`config.mk`:
```
export PLATFORM = sky130hd
export DESIGN_NAME = auto_calibrating_axis_normalizer_top
export DESIGN_NICKNAME = d
export VERILOG_FILES = /design/src/rtl/acan_pkg.sv /design/src/rtl/acan_div.sv /design/src/rtl/acan_dp.sv /design/src/rtl/acan_ctrl.sv /design/src/rtl/auto_calibrating_axis_normalizer_top.sv
export SDC_FILE = /design/constraint.sdc
export NUM_CORES = 2
export LEC_CHECK = 0
export ABC_AREA = 1
export BUFFER_PORTS_ARGS = -buffer_cell sky130_fd_sc_hd__buf_2
export CORE_UTILIZATION = 55
export DETAILED_ROUTE_END_ITERATION = 16
export HOLD_SLACK_MARGIN = 0.06
export PLACE_DENSITY = 0.71
export SLEW_MARGIN = 20
export SYNTH_ARGS = -nofsm -noshare
export SYNTH_HDL_FRONTEND = slang
export SYNTH_SLANG_ARGS = --single-unit
```
`constraint.sdc`:
```
create_clock -name clk -period 12.3 [get_ports clk]
set_clock_uncertainty 0.1 [all_clocks]
set_input_delay 0.615 -clock clk [delete_from_list [all_inputs] [get_ports clk]]
set_output_delay 0.615 -clock clk [all_outputs]
set_load 0.05 [all_outputs]
```
`src/rtl/acan_pkg.sv`:
```
// ----------------------------------------------------------------------------
// acan_pkg
// Shared types and constants for the auto-calibrating axis normalizer.
// ----------------------------------------------------------------------------
`default_nettype none

package acan_pkg;

  // default raw sample width after saturation
  localparam int RAW_BITS_DEF = 16;

  // fixed field widths
  localparam int SAMPLE_W  = 16;
  localparam int VALUE_W   = 32;
  localparam int FRAC_BITS = 16;

  // quotient bits of the scaling division, magnitude at most one in q15.16
  localparam int QUO_BITS = FRAC_BITS + 1;

  // 0.02 in q15.16 units, truncated
  localparam int DEADBAND_Q16 = 1310;

  // configuration register indexes
  localparam int   CFG_IDX_W       = 1;
  localparam logic REG_IS_DIGITAL  = 1'b0;
  localparam logic REG_IS_RELATIVE = 1'b1;

  typedef struct packed {
    logic                       kind;
    logic signed [SAMPLE_W-1:0] raw_sample;
  } acan_in_t;

  typedef struct packed {
    logic signed [VALUE_W-1:0] scaled_value;
    logic                      changed;
  } acan_out_t;

  // controller to datapath commands
  typedef struct packed {
    logic load;
    logic mul;
    logic reb;
    logic minmax;
    logic center;
    logic prep;
    logic fix;
    logic cmp;
    logic out_load;
  } acan_cmd_t;

  // datapath to controller status
  typedef struct packed {
    logic is_dig;
    logic empty;
    logic div_done;
  } acan_stat_t;

endpackage

`default_nettype wire

```
`src/rtl/acan_div.sv`:
```
// ----------------------------------------------------------------------------
// acan_div
// Restoring divider for the scaling step: q = (a * 2^16) / d with a <= d.
// ----------------------------------------------------------------------------
`default_nettype none

module acan_div import acan_pkg::*; #(
  parameter int W = RAW_BITS_DEF + 1
) (
  input  wire logic                clk,
  input  wire logic                rst_n,
  input  wire logic                start,
  input  wire logic [W-1:0]        a,
  input  wire logic [W-1:0]        d,
  output logic                     done,
  output logic [QUO_BITS-1:0]      q
);

  localparam int CNT_W = $clog2(QUO_BITS);

  logic                busy_r, busy_nxt;
  logic                done_r, done_nxt;
  logic                first_r, first_nxt;
  logic [CNT_W-1:0]    cnt_r, cnt_nxt;
  logic [W-1:0]        rem_r, rem_nxt;
  logic [W-1:0]        d_r, d_nxt;
  logic [QUO_BITS-1:0] q_r, q_nxt;

  logic [W:0] trial;
  logic [W:0] diff;
  logic       ge;

  always_comb begin
    // first step compares the dividend top part itself, then shift one bit a step
    trial = first_r ? {1'b0, rem_r} : {rem_r, 1'b0};
    diff  = trial - {1'b0, d_r};
    ge    = (trial >= {1'b0, d_r});

    busy_nxt  = busy_r;
    done_nxt  = 1'b0;
    first_nxt = first_r;
    cnt_nxt   = cnt_r;
    rem_nxt   = rem_r;
    d_nxt     = d_r;
    q_nxt     = q_r;

    if (start) begin
      busy_nxt  = 1'b1;
      first_nxt = 1'b1;
      cnt_nxt   = '0;
      rem_nxt   = a;
      d_nxt     = d;
      q_nxt     = '0;
    end else if (busy_r) begin
      first_nxt = 1'b0;
      rem_nxt   = ge ? diff[W-1:0] : trial[W-1:0];
      q_nxt     = {q_r[QUO_BITS-2:0], ge};
      cnt_nxt   = cnt_r + 1'b1;
      if (cnt_r == CNT_W'(QUO_BITS - 1)) begin
        busy_nxt = 1'b0;
        done_nxt = 1'b1;
      end
    end
  end

  always_ff @(posedge clk) begin
    if (!rst_n) begin
      busy_r  <= 1'b0;
      done_r  <= 1'b0;
      first_r <= 1'b0;
      cnt_r   <= '0;
    end else begin
      busy_r  <= busy_nxt;
      done_r  <= done_nxt;
      first_r <= first_nxt;
      cnt_r   <= cnt_nxt;
    end
  end

  always_ff @(posedge clk) begin
    rem_r <= rem_nxt;
    d_r   <= d_nxt;
    q_r   <= q_nxt;
  end

  assign done = done_r;
  assign q    = q_r;

  // done only follows the last step of a running division
  assert property (@(posedge clk) disable iff (!rst_n)
    done_r |-> ($past(busy_r) && !busy_r))
    else $error("acan_div: done without a finished division");

endmodule

`default_nettype wire

```
`src/rtl/acan_dp.sv`:
```
// ----------------------------------------------------------------------------
// acan_dp
// Datapath: config, range tracking, delta rebuild, scaling, deadband, output.
// ----------------------------------------------------------------------------
`default_nettype none

module acan_dp import acan_pkg::*; #(
  parameter int RAW_BITS = RAW_BITS_DEF
) (
  input  wire logic                 clk,
  input  wire logic                 rst_n,
  input  wire logic                 cfg_valid,
  input  wire logic [CFG_IDX_W-1:0] cfg_index,
  input  wire logic                 cfg_data,
  input  wire acan_in_t             in_data,
  input  wire acan_cmd_t            cmd,
  output acan_stat_t                stat,
  output acan_out_t                 out_data
);

  localparam int R    = RAW_BITS;
  localparam int RW   = R + 1;
  localparam int SW   = R + 2;
  localparam int NW   = SW + 1;
  localparam int PW   = VALUE_W + SW;
  localparam int SUMW = PW + 1;
  localparam int AW   = ((R > SAMPLE_W) ? R : SAMPLE_W) + 1;
  localparam int DW   = ((R + FRAC_BITS) > VALUE_W) ? (R + FRAC_BITS) : VALUE_W;
  localparam int CW   = VALUE_W + 1;

  localparam logic signed [R-1:0]    RAW_MAX   = {1'b0, {(R-1){1'b1}}};
  localparam logic signed [R-1:0]    RAW_MIN   = {1'b1, {(R-1){1'b0}}};
  localparam logic signed [VALUE_W-1:0] S32_MAX = {1'b0, {(VALUE_W-1){1'b1}}};
  localparam logic signed [VALUE_W-1:0] S32_MIN = {1'b1, {(VALUE_W-1){1'b0}}};
  localparam logic signed [SUMW-1:0] TRUNC_ADJ = SUMW'((1 << (FRAC_BITS + 1)) - 1);
  localparam logic signed [CW-1:0]   DB        = CW'(DEADBAND_Q16);
  localparam logic signed [RW-1:0]   ONE_RW    = RW'(1);

  function automatic logic signed [R-1:0] sat_acc(input logic signed [AW-1:0] v);
    logic signed [R-1:0] res;
    if (v > RAW_MAX) begin
      res = RAW_MAX;
    end else if (v < RAW_MIN) begin
      res = RAW_MIN;
    end else begin
      res = v[R-1:0];
    end
    return res;
  endfunction

  // registers
  logic                       is_dig_r, is_dig_nxt;
  logic                       is_rel_r, is_rel_nxt;
  logic signed [RW-1:0]       lo_r, lo_nxt;
  logic signed [RW-1:0]       hi_r, hi_nxt;
  logic signed [VALUE_W-1:0]  cur_r, cur_nxt;
  logic                       chg_r, chg_nxt;
  logic signed [SAMPLE_W-1:0] sample_r, sample_nxt;
  logic signed [R-1:0]        raw_r, raw_nxt;
  logic signed [PW-1:0]       prod_r, prod_nxt;
  logic signed [VALUE_W-1:0]  cand_r, cand_nxt;
  logic                       neg_r, neg_nxt;
  acan_out_t                  out_r, out_nxt;

  // combinational terms
  logic signed [SW-1:0]       sum_hl, dif_hl;
  logic signed [SUMW-1:0]     reb_sum, reb_adj, reb_q;
  logic signed [R-1:0]        prev_sat;
  logic signed [AW-1:0]       acc;
  logic signed [R-1:0]        ld_raw;
  logic signed [RW-1:0]       raw_ext, neg_lo, neg_hi;
  logic signed [NW-1:0]       num, num_abs;
  logic                       empty;
  logic signed [DW-1:0]       dig_w;
  logic signed [VALUE_W-1:0]  cand_dig;
  logic signed [VALUE_W-1:0]  qx;
  logic signed [CW-1:0]       dlt;
  logic                       upd;
  logic                       div_start;
  logic                       div_done;
  logic [QUO_BITS-1:0]        div_q;

  assign sum_hl = SW'(hi_r) + SW'(lo_r);
  assign dif_hl = SW'(hi_r) - SW'(lo_r);

  always_comb begin
    // raw value rebuilt from the stored value, truncated toward zero
    reb_sum = SUMW'(prod_r) + (SUMW'(sum_hl) <<< FRAC_BITS);
    reb_adj = reb_sum[SUMW-1] ? TRUNC_ADJ : '0;
    reb_q   = (reb_sum + reb_adj) >>> (FRAC_BITS + 1);
    if (reb_q > RAW_MAX) begin
      prev_sat = RAW_MAX;
    end else if (reb_q < RAW_MIN) begin
      prev_sat = RAW_MIN;
    end else begin
      prev_sat = reb_q[R-1:0];
    end
    acc    = AW'(prev_sat) + AW'(sample_r);
    ld_raw = sat_acc(AW'(in_data.raw_sample));

    raw_ext = RW'(raw_r);
    neg_lo  = -lo_r;
    neg_hi  = -hi_r;

    // scaling numerator, magnitude never above the range width
    empty   = !(lo_r < hi_r);
    num     = (NW'(raw_r) <<< 1) - NW'(sum_hl);
    num_abs = num[NW-1] ? -num : num;

    dig_w = DW'(raw_r) <<< FRAC_BITS;
    if (dig_w > S32_MAX) begin
      cand_dig = S32_MAX;
    end else if (dig_w < S32_MIN) begin
      cand_dig = S32_MIN;
    end else begin
      cand_dig = dig_w[VALUE_W-1:0];
    end

    qx = VALUE_W'(div_q);

    dlt = CW'(cand_r) - CW'(cur_r);
    upd = is_rel_r || (dlt > DB) || (dlt < -DB);
  end

  assign div_start = cmd.prep && !is_dig_r && !empty;

  always_comb begin
    is_dig_nxt = is_dig_r;
    is_rel_nxt = is_rel_r;
    lo_nxt     = lo_r;
    hi_nxt     = hi_r;
    cur_nxt    = cur_r;
    chg_nxt    = chg_r;
    sample_nxt = sample_r;
    raw_nxt    = raw_r;
    prod_nxt   = prod_r;
    cand_nxt   = cand_r;
    neg_nxt    = neg_r;
    out_nxt    = out_r;

    if (cfg_valid) begin
      unique case (cfg_index)
        REG_IS_DIGITAL:  is_dig_nxt = cfg_data;
        REG_IS_RELATIVE: is_rel_nxt = cfg_data;
        default: ;
      endcase
    end

    if (cmd.load) begin
      sample_nxt = in_data.raw_sample;
      raw_nxt    = ld_raw;
    end
    if (cmd.mul) begin
      prod_nxt = PW'(cur_r) * PW'(dif_hl);
    end
    if (cmd.reb) begin
      raw_nxt = sat_acc(acc);
    end
    if (cmd.minmax) begin
      if (raw_ext < lo_r) lo_nxt = raw_ext;
      if (raw_ext > hi_r) hi_nxt = raw_ext;
    end
    if (cmd.center && is_rel_r) begin
      // symmetric range about zero
      if (hi_r > neg_lo) begin
        lo_nxt = neg_hi;
      end else if (hi_r < neg_lo) begin
        hi_nxt = neg_lo;
      end
    end
    if (cmd.prep) begin
      neg_nxt = num[NW-1];
      if (is_dig_r) begin
        cand_nxt = cand_dig;
      end else if (empty) begin
        chg_nxt = 1'b0;
      end
    end
    if (cmd.fix) begin
      cand_nxt = neg_r ? -qx : qx;
    end
    if (cmd.cmp) begin
      chg_nxt = upd;
      if (upd) cur_nxt = cand_r;
    end
    if (cmd.out_load) begin
      out_nxt.scaled_value = cur_r;
      out_nxt.changed      = chg_r;
    end
  end

  always_ff @(posedge clk) begin
    if (!rst_n) begin
      is_dig_r <= 1'b0;
      is_rel_r <= 1'b0;
      lo_r     <= ONE_RW;
      hi_r     <= -ONE_RW;
      cur_r    <= '0;
    end else begin
      is_dig_r <= is_dig_nxt;
      is_rel_r <= is_rel_nxt;
      lo_r     <= lo_nxt;
      hi_r     <= hi_nxt;
      cur_r    <= cur_nxt;
    end
  end

  always_ff @(posedge clk) begin
    chg_r    <= chg_nxt;
    sample_r <= sample_nxt;
    raw_r    <= raw_nxt;
    prod_r   <= prod_nxt;
    cand_r   <= cand_nxt;
    neg_r    <= neg_nxt;
    out_r    <= out_nxt;
  end

  acan_div #(
    .W (RW)
  ) u_div (
    .clk   (clk),
    .rst_n (rst_n),
    .start (div_start),
    .a     (num_abs[RW-1:0]),
    .d     (dif_hl[RW-1:0]),
    .done  (div_done),
    .q     (div_q)
  );

  assign stat.is_dig   = is_dig_r;
  assign stat.empty    = empty;
  assign stat.div_done = div_done;
  assign out_data      = out_r;

  // stored value moves only on a deadband compare
  assert property (@(posedge clk) disable iff (!rst_n)
    !cmd.cmp |=> $stable(cur_r))
    else $error("acan_dp: stored value changed outside compare");

  // relative axis range is symmetric once centered
  assert property (@(posedge clk) disable iff (!rst_n)
    (cmd.prep && is_rel_r) |-> (hi_r == neg_lo))
    else $error("acan_dp: relative range not symmetric");

endmodule

`default_nettype wire

```
`src/rtl/acan_ctrl.sv`:
```
// ----------------------------------------------------------------------------
// acan_ctrl
// Sequencer for one sample: rebuild, range update, scale, deadband, output.
// ----------------------------------------------------------------------------
`default_nettype none

module acan_ctrl import acan_pkg::*; (
  input  wire logic       clk,
  input  wire logic       rst_n,
  input  wire logic       in_valid,
  input  wire logic       in_kind,
  output logic            in_ready,
  input  wire logic       out_ready,
  output logic            out_valid,
  input  wire acan_stat_t stat,
  output acan_cmd_t       cmd
);

  localparam logic [3:0] S_IDLE  = 4'd0;
  localparam logic [3:0] S_MUL   = 4'd1;
  localparam logic [3:0] S_REB   = 4'd2;
  localparam logic [3:0] S_RANGE = 4'd3;
  localparam logic [3:0] S_CENT  = 4'd4;
  localparam logic [3:0] S_PREP  = 4'd5;
  localparam logic [3:0] S_DIV   = 4'd6;
  localparam logic [3:0] S_FIX   = 4'd7;
  localparam logic [3:0] S_CMP   = 4'd8;
  localparam logic [3:0] S_OUT   = 4'd9;

  logic [3:0] state_r, state_nxt;
  logic       out_valid_r, out_valid_nxt;

  always_comb begin
    cmd           = '0;
    state_nxt     = state_r;
    out_valid_nxt = out_valid_r && !out_ready;

    unique case (state_r)
      S_IDLE: begin
        if (in_valid) begin
          cmd.load  = 1'b1;
          state_nxt = in_kind ? S_MUL : S_RANGE;
        end
      end
      S_MUL: begin
        cmd.mul   = 1'b1;
        state_nxt = S_REB;
      end
      S_REB: begin
        cmd.reb   = 1'b1;
        state_nxt = S_RANGE;
      end
      S_RANGE: begin
        cmd.minmax = 1'b1;
        state_nxt  = S_CENT;
      end
      S_CENT: begin
        cmd.center = 1'b1;
        state_nxt  = S_PREP;
      end
      S_PREP: begin
        cmd.prep = 1'b1;
        if (stat.is_dig) begin
          state_nxt = S_CMP;
        end else if (stat.empty) begin
          state_nxt = S_OUT;
        end else begin
          state_nxt = S_DIV;
        end
      end
      S_DIV: begin
        if (stat.div_done) state_nxt = S_FIX;
      end
      S_FIX: begin
        cmd.fix   = 1'b1;
        state_nxt = S_CMP;
      end
      S_CMP: begin
        cmd.cmp   = 1'b1;
        state_nxt = S_OUT;
      end
      S_OUT: begin
        if (!out_valid_r || out_ready) begin
          cmd.out_load  = 1'b1;
          out_valid_nxt = 1'b1;
          state_nxt     = S_IDLE;
        end
      end
      default: state_nxt = S_IDLE;
    endcase
  end

  always_ff @(posedge clk) begin
    if (!rst_n) begin
      state_r     <= S_IDLE;
      out_valid_r <= 1'b0;
    end else begin
      state_r     <= state_nxt;
      out_valid_r <= out_valid_nxt;
    end
  end

  assign in_ready  = (state_r == S_IDLE);
  assign out_valid = out_valid_r;

  // a new result only appears from the output state
  assert property (@(posedge clk) disable iff (!rst_n)
    $rose(out_valid_r) |-> ($past(state_r) == S_OUT))
    else $error("acan_ctrl: result raised outside output state");

  // an accepted request starts either the rebuild or the range update
  assert property (@(posedge clk) disable iff (!rst_n)
    (in_valid && in_ready) |=> ((state_r == S_MUL) || (state_r == S_RANGE)))
    else $error("acan_ctrl: accepted request not started");

endmodule

`default_nettype wire

```
`src/rtl/auto_calibrating_axis_normalizer_top.sv`:
```
// ----------------------------------------------------------------------------
// auto_calibrating_axis_normalizer_top
// Auto-calibrating input axis: tracks min/max, scales to q15.16, deadband.
// ----------------------------------------------------------------------------
//
//  channel  | handshake              | payload
//  ---------+------------------------+----------------------------------------
//  in_      | in_valid / in_ready    | acan_in_t  {kind, raw_sample}
//  out_     | out_valid / out_ready  | acan_out_t {scaled_value, changed}
//  cfg_     | cfg_valid / cfg_ready  | cfg_index (register), cfg_data (bit 0)
//
//  one request is worked at a time: a delta is rebuilt from the stored value,
//  the range is updated (centred if relative); digital goes to compare, an
//  empty analogue range to output, else the 17-step restoring divider runs
//  the result sits in an output register, so a new request is taken while it
//  waits; the sequencer stalls only in its output state if that is still full
//  reset (rst_n low, synchronous) sets range to +1/-1, value to zero, config
//  to analogue and absolute; cfg_ready is always high
// ----------------------------------------------------------------------------
`default_nettype none

module auto_calibrating_axis_normalizer_top import acan_pkg::*; #(
  parameter int RAW_BITS = RAW_BITS_DEF
) (
  input  wire logic                 clk,
  input  wire logic                 rst_n,

  // sample requests
  input  wire logic                 in_valid,
  output logic                      in_ready,
  input  wire acan_in_t             in_data,

  // results
  output logic                      out_valid,
  input  wire logic                 out_ready,
  output acan_out_t                 out_data,

  // configuration writes
  input  wire logic                 cfg_valid,
  output logic                      cfg_ready,
  input  wire logic [CFG_IDX_W-1:0] cfg_index,
  input  wire logic                 cfg_data
);

  acan_cmd_t  cmd;
  acan_stat_t stat;

  // config writes are always accepted and land in the config registers
  assign cfg_ready = 1'b1;

  // sequencer: owns the handshakes and steps the datapath
  acan_ctrl u_ctrl (
    .clk       (clk),
    .rst_n     (rst_n),
    .in_valid  (in_valid),
    .in_kind   (in_data.kind),
    .in_ready  (in_ready),
    .out_ready (out_ready),
    .out_valid (out_valid),
    .stat      (stat),
    .cmd       (cmd)
  );

  // datapath: range registers, delta rebuild multiplier, divider, deadband
  acan_dp #(
    .RAW_BITS (RAW_BITS)
  ) u_dp (
    .clk       (clk),
    .rst_n     (rst_n),
    .cfg_valid (cfg_valid),
    .cfg_index (cfg_index),
    .cfg_data  (cfg_data),
    .in_data   (in_data),
    .cmd       (cmd),
    .stat      (stat),
    .out_data  (out_data)
  );

endmodule

`default_nettype wire
```
==> results_dict.tcl <==
set metrics [dict create \
    grt_pass1_vias 36900 \
    fmax_mhz 89.1 \
    critical_path_arrival_ns 11.43 \
    path_clk_slew_ns 0.07 \
    synth_area_leaders "fa_1 26%, edfxtp_1 13%, nand2_1 12%" \
    track_usage 0.345 \
    die_area_um2 79100 \
    tightest_slew_ns 1.01 \
    reg2reg_to "u_dp.raw_r[10]" \
    r2r_slack_ns 1.08 \
    synthTopCellsByCount "1327 x nand2_1, 1199 x inv_1, 560 x fa_1" \
    hold_viol 0 \
    start_util 0.555 \
    async_reset_ff_frac 0 \
    hold_depth 1 \
    yosys_warnings 0 \
    period_needed_ns 11.22 \
    min_path_type "in -> reg" \
    rr_worst_depth 66 \
    die_w_um 281 \
    cp-start-kind "register" \
    grt_max_degree 67 \
    core_area_um2 77300 \
    path_buf_inv 6 \
    dr.first_iter.drc_count 3432 \
    layout-drive-gt1-share 0.0455 \
    postCtsHoldBufs 0 \
    slew_headroom 0.323 \
    cpLargestDelayFamily "simple AND/OR/NAND/NOR gates" \
    r2r-start "u_dp.hi_r[1]" \
    ys.flop_type "edfxtp_1" \
    nNetsFinal 6611 \
    fin_crit_sh 0.912 \
    drt.antenna.violating_nets 0 \
    holdPathEnd "u_dp.sample_r[12]" \
    area_delta_synth_final_pct 6.71 \
    vias 37700 \
    yosys.area.top_type "fa_1" \
    die_h_um 281 \
    setup_violations 0 \
    status "finished clean" \
    ys_seq_elements 281 \
    rows 102 \
    dp.final_hpwl_mm 109 \
    wl_mm 134 \
    grt_overflow 0 \
    gp_congestion 0.996 \
    path_class "reg -> reg" \
    min_from "in_data[12]" \
    synth_area_per_cell_um2 7.55 \
    required_ns 12.51 \
    crit_slowest_cell "nor2_1" \
    finalWorstSetupSlack_ns 1.08 \
    crit_path_max_fanout 15 \
    worstSkewPairLatency_ns 0.59 \
    synth_cell_type_count 62 \
    drc 0 \
    cts_buffers 38 \
    io_buffers 58 \
    drv_cap 0 \
    maxSlewViolCount 0 \
    place_ws_ns 0.567 \
    viasPerCell 5.59 \
    synth_edf_count 183 \
    netlist_instances 5686 \
    antenna_found_initial 7 \
    clockBufferDepth 3 \
    grt_pass1_wl_mm 208 \
    ios 60 \
    synth_top_cell_area_share 0.261 \
    post-synth-top-count-cell "nand2_1" \
    cpMostUsedCell "nand2_1" \
    yosysSeqAreaShare 0.174 \
    cts-root-buf "clkbuf_16" \
    synth_fp_nets 6613 \
    avgRoutedWirePerCell_um 19.9 \
    dr.pass1.iters 7 \
    endpoint_kind "register" \
    slowest_delay_ns 0.56 \
    numClockSinks 281 \
    cts_tree "built" \
    synth_area_um2 42900 \
    htree_levels 2 \
]
-- worst max-delay path by stage --
stage                     endpoint  cells past startpoint          from  slack [ns]
floorplan           u_dp.raw_r[10]                     66  u_dp.hi_r[1]        2.77
global placement     u_dp.raw_r[9]                     64  u_dp.hi_r[1]        0.96
detailed placement  u_dp.raw_r[10]                     67  u_dp.hi_r[1]        0.57
CTS                 u_dp.raw_r[10]                     67  u_dp.hi_r[1]        0.56
global route         u_dp.raw_r[5]                     64  u_dp.hi_r[1]       -0.02
finish              u_dp.raw_r[10]                     66  u_dp.hi_r[1]        1.08
-- timing repair --
action	in CTS	in global routing
endpoints found under the hold margin	0	0
endpoints found under the setup margin	0	16
resized for setup	0	13
buffers inserted	0	7
-- worst register-to-register path, delay by kind of cell, from the launching register on --
| kind | cells | cell delay (ns) |
|---|---|---|
| and+or+nand+nor | 37 | 4.97 |
| AOI/OAI and AO/OA | 18 | 2.99 |
| adders and majority gates | 4 | 1.59 |
| buffers and inverters | 6 | 0.70 |
| DFF | 1 | 0.47 |
| xor gates and xnor gates | 1 | 0.15 |
-- per-stage QoR --
step                instance area [um^2]  TNS [ns]   util  std cells  hold WS, ns
global route                       45800   -0.0413  0.592       6754        0.110
global placement                   44300         0  0.573       6676        0.340
detailed placement                 44300         0  0.573       6676        0.345
floorplan                          42900         0      -       5686        0.300
finish                             45800         0  0.592       6755        0.122
CTS                                45700         0  0.591       6746       0.0965
-- layout by cell type (no fill, tap or decap), types with 45 or more instances in the layout --
master,synthesis,final
dfxtp_1,98,98
buf_4,2,64
buf_2,7,58
ha_1,343,343
edfxtp_1,183,183
xor2_1,134,134
nand4_1,61,61
inv_1,1199,1196
nor3_1,66,65
fa_1,560,560
nand2_1,1327,1325
o21ai_0,218,211
nor2_1,493,491
a21oi_1,324,321
xnor2_1,60,60
o211ai_1,45,45
nand3_1,178,176
-- cell type report --
class	instances	area, um^2
timing repair buffer	122	771
sequential	281	7460
multi-input combinational	4030	30300
tap	1040	1300
timing repair inverter	1	7.51
clock inverter	24	348
clock buffer	46	1030
antenna	1	2.50
fill	7172	31600
inverter	1210	4550
-- state kept, by name (all words and copies together) (netlist names) --
signal,flops
u_dp.neg_r,1
u_dp.u_div.cnt_r,5
u_dp.is_rel_r,1
u_dp.hi_r,17
u_ctrl.state_r,4
u_dp.is_dig_r,1
u_dp.prod_r,50
u_dp.sample_r,16
u_dp.out_data,33
u_dp.u_div.rem_r,17
u_dp.u_div.d_r,17
u_dp.chg_r,1
u_dp.raw_r,16
u_dp.u_div.first_r,1
u_dp.u_div.busy_r,1
u_dp.u_div.q,17
u_dp.u_div.done,1
u_ctrl.out_valid,1
u_dp.cand_r,32
u_dp.cur_r,32
u_dp.lo_r,17
-- routing by layer --
metal	GRT usage	part of all wire	vias to the layer above	wire length, um
met1	0.465	0.42	18300	56000
met4	0.120	0.042	2	5570
met3	0.0504	0.083	280	11100
met5	0	0.00013	-	17
met2	0.566	0.46	1548	61600
li1	-	-	17600	-
-- cell families (layout without fill, tap and decap cells) --
kind of cell / after synthesis / in the layout / share of synthesized area
AND/OR/NAND/NOR: 2209 / 2209 / 0.210
other: 1 / 2 / 0.0000874
AO/OA/AOI/OAI: 720 / 720 / 0.0934
adder cells (fa/ha/maj): 903 / 903 / 0.361
flip-flops: 281 / 281 / 0.174
buffers and inverters: 1375 / 1403 / 0.121
XOR/XNOR: 197 / 197 / 0.0407
Power is not shown: default switching activity piles up to over one toggle a cycle in this logic, so the estimate is an artifact.
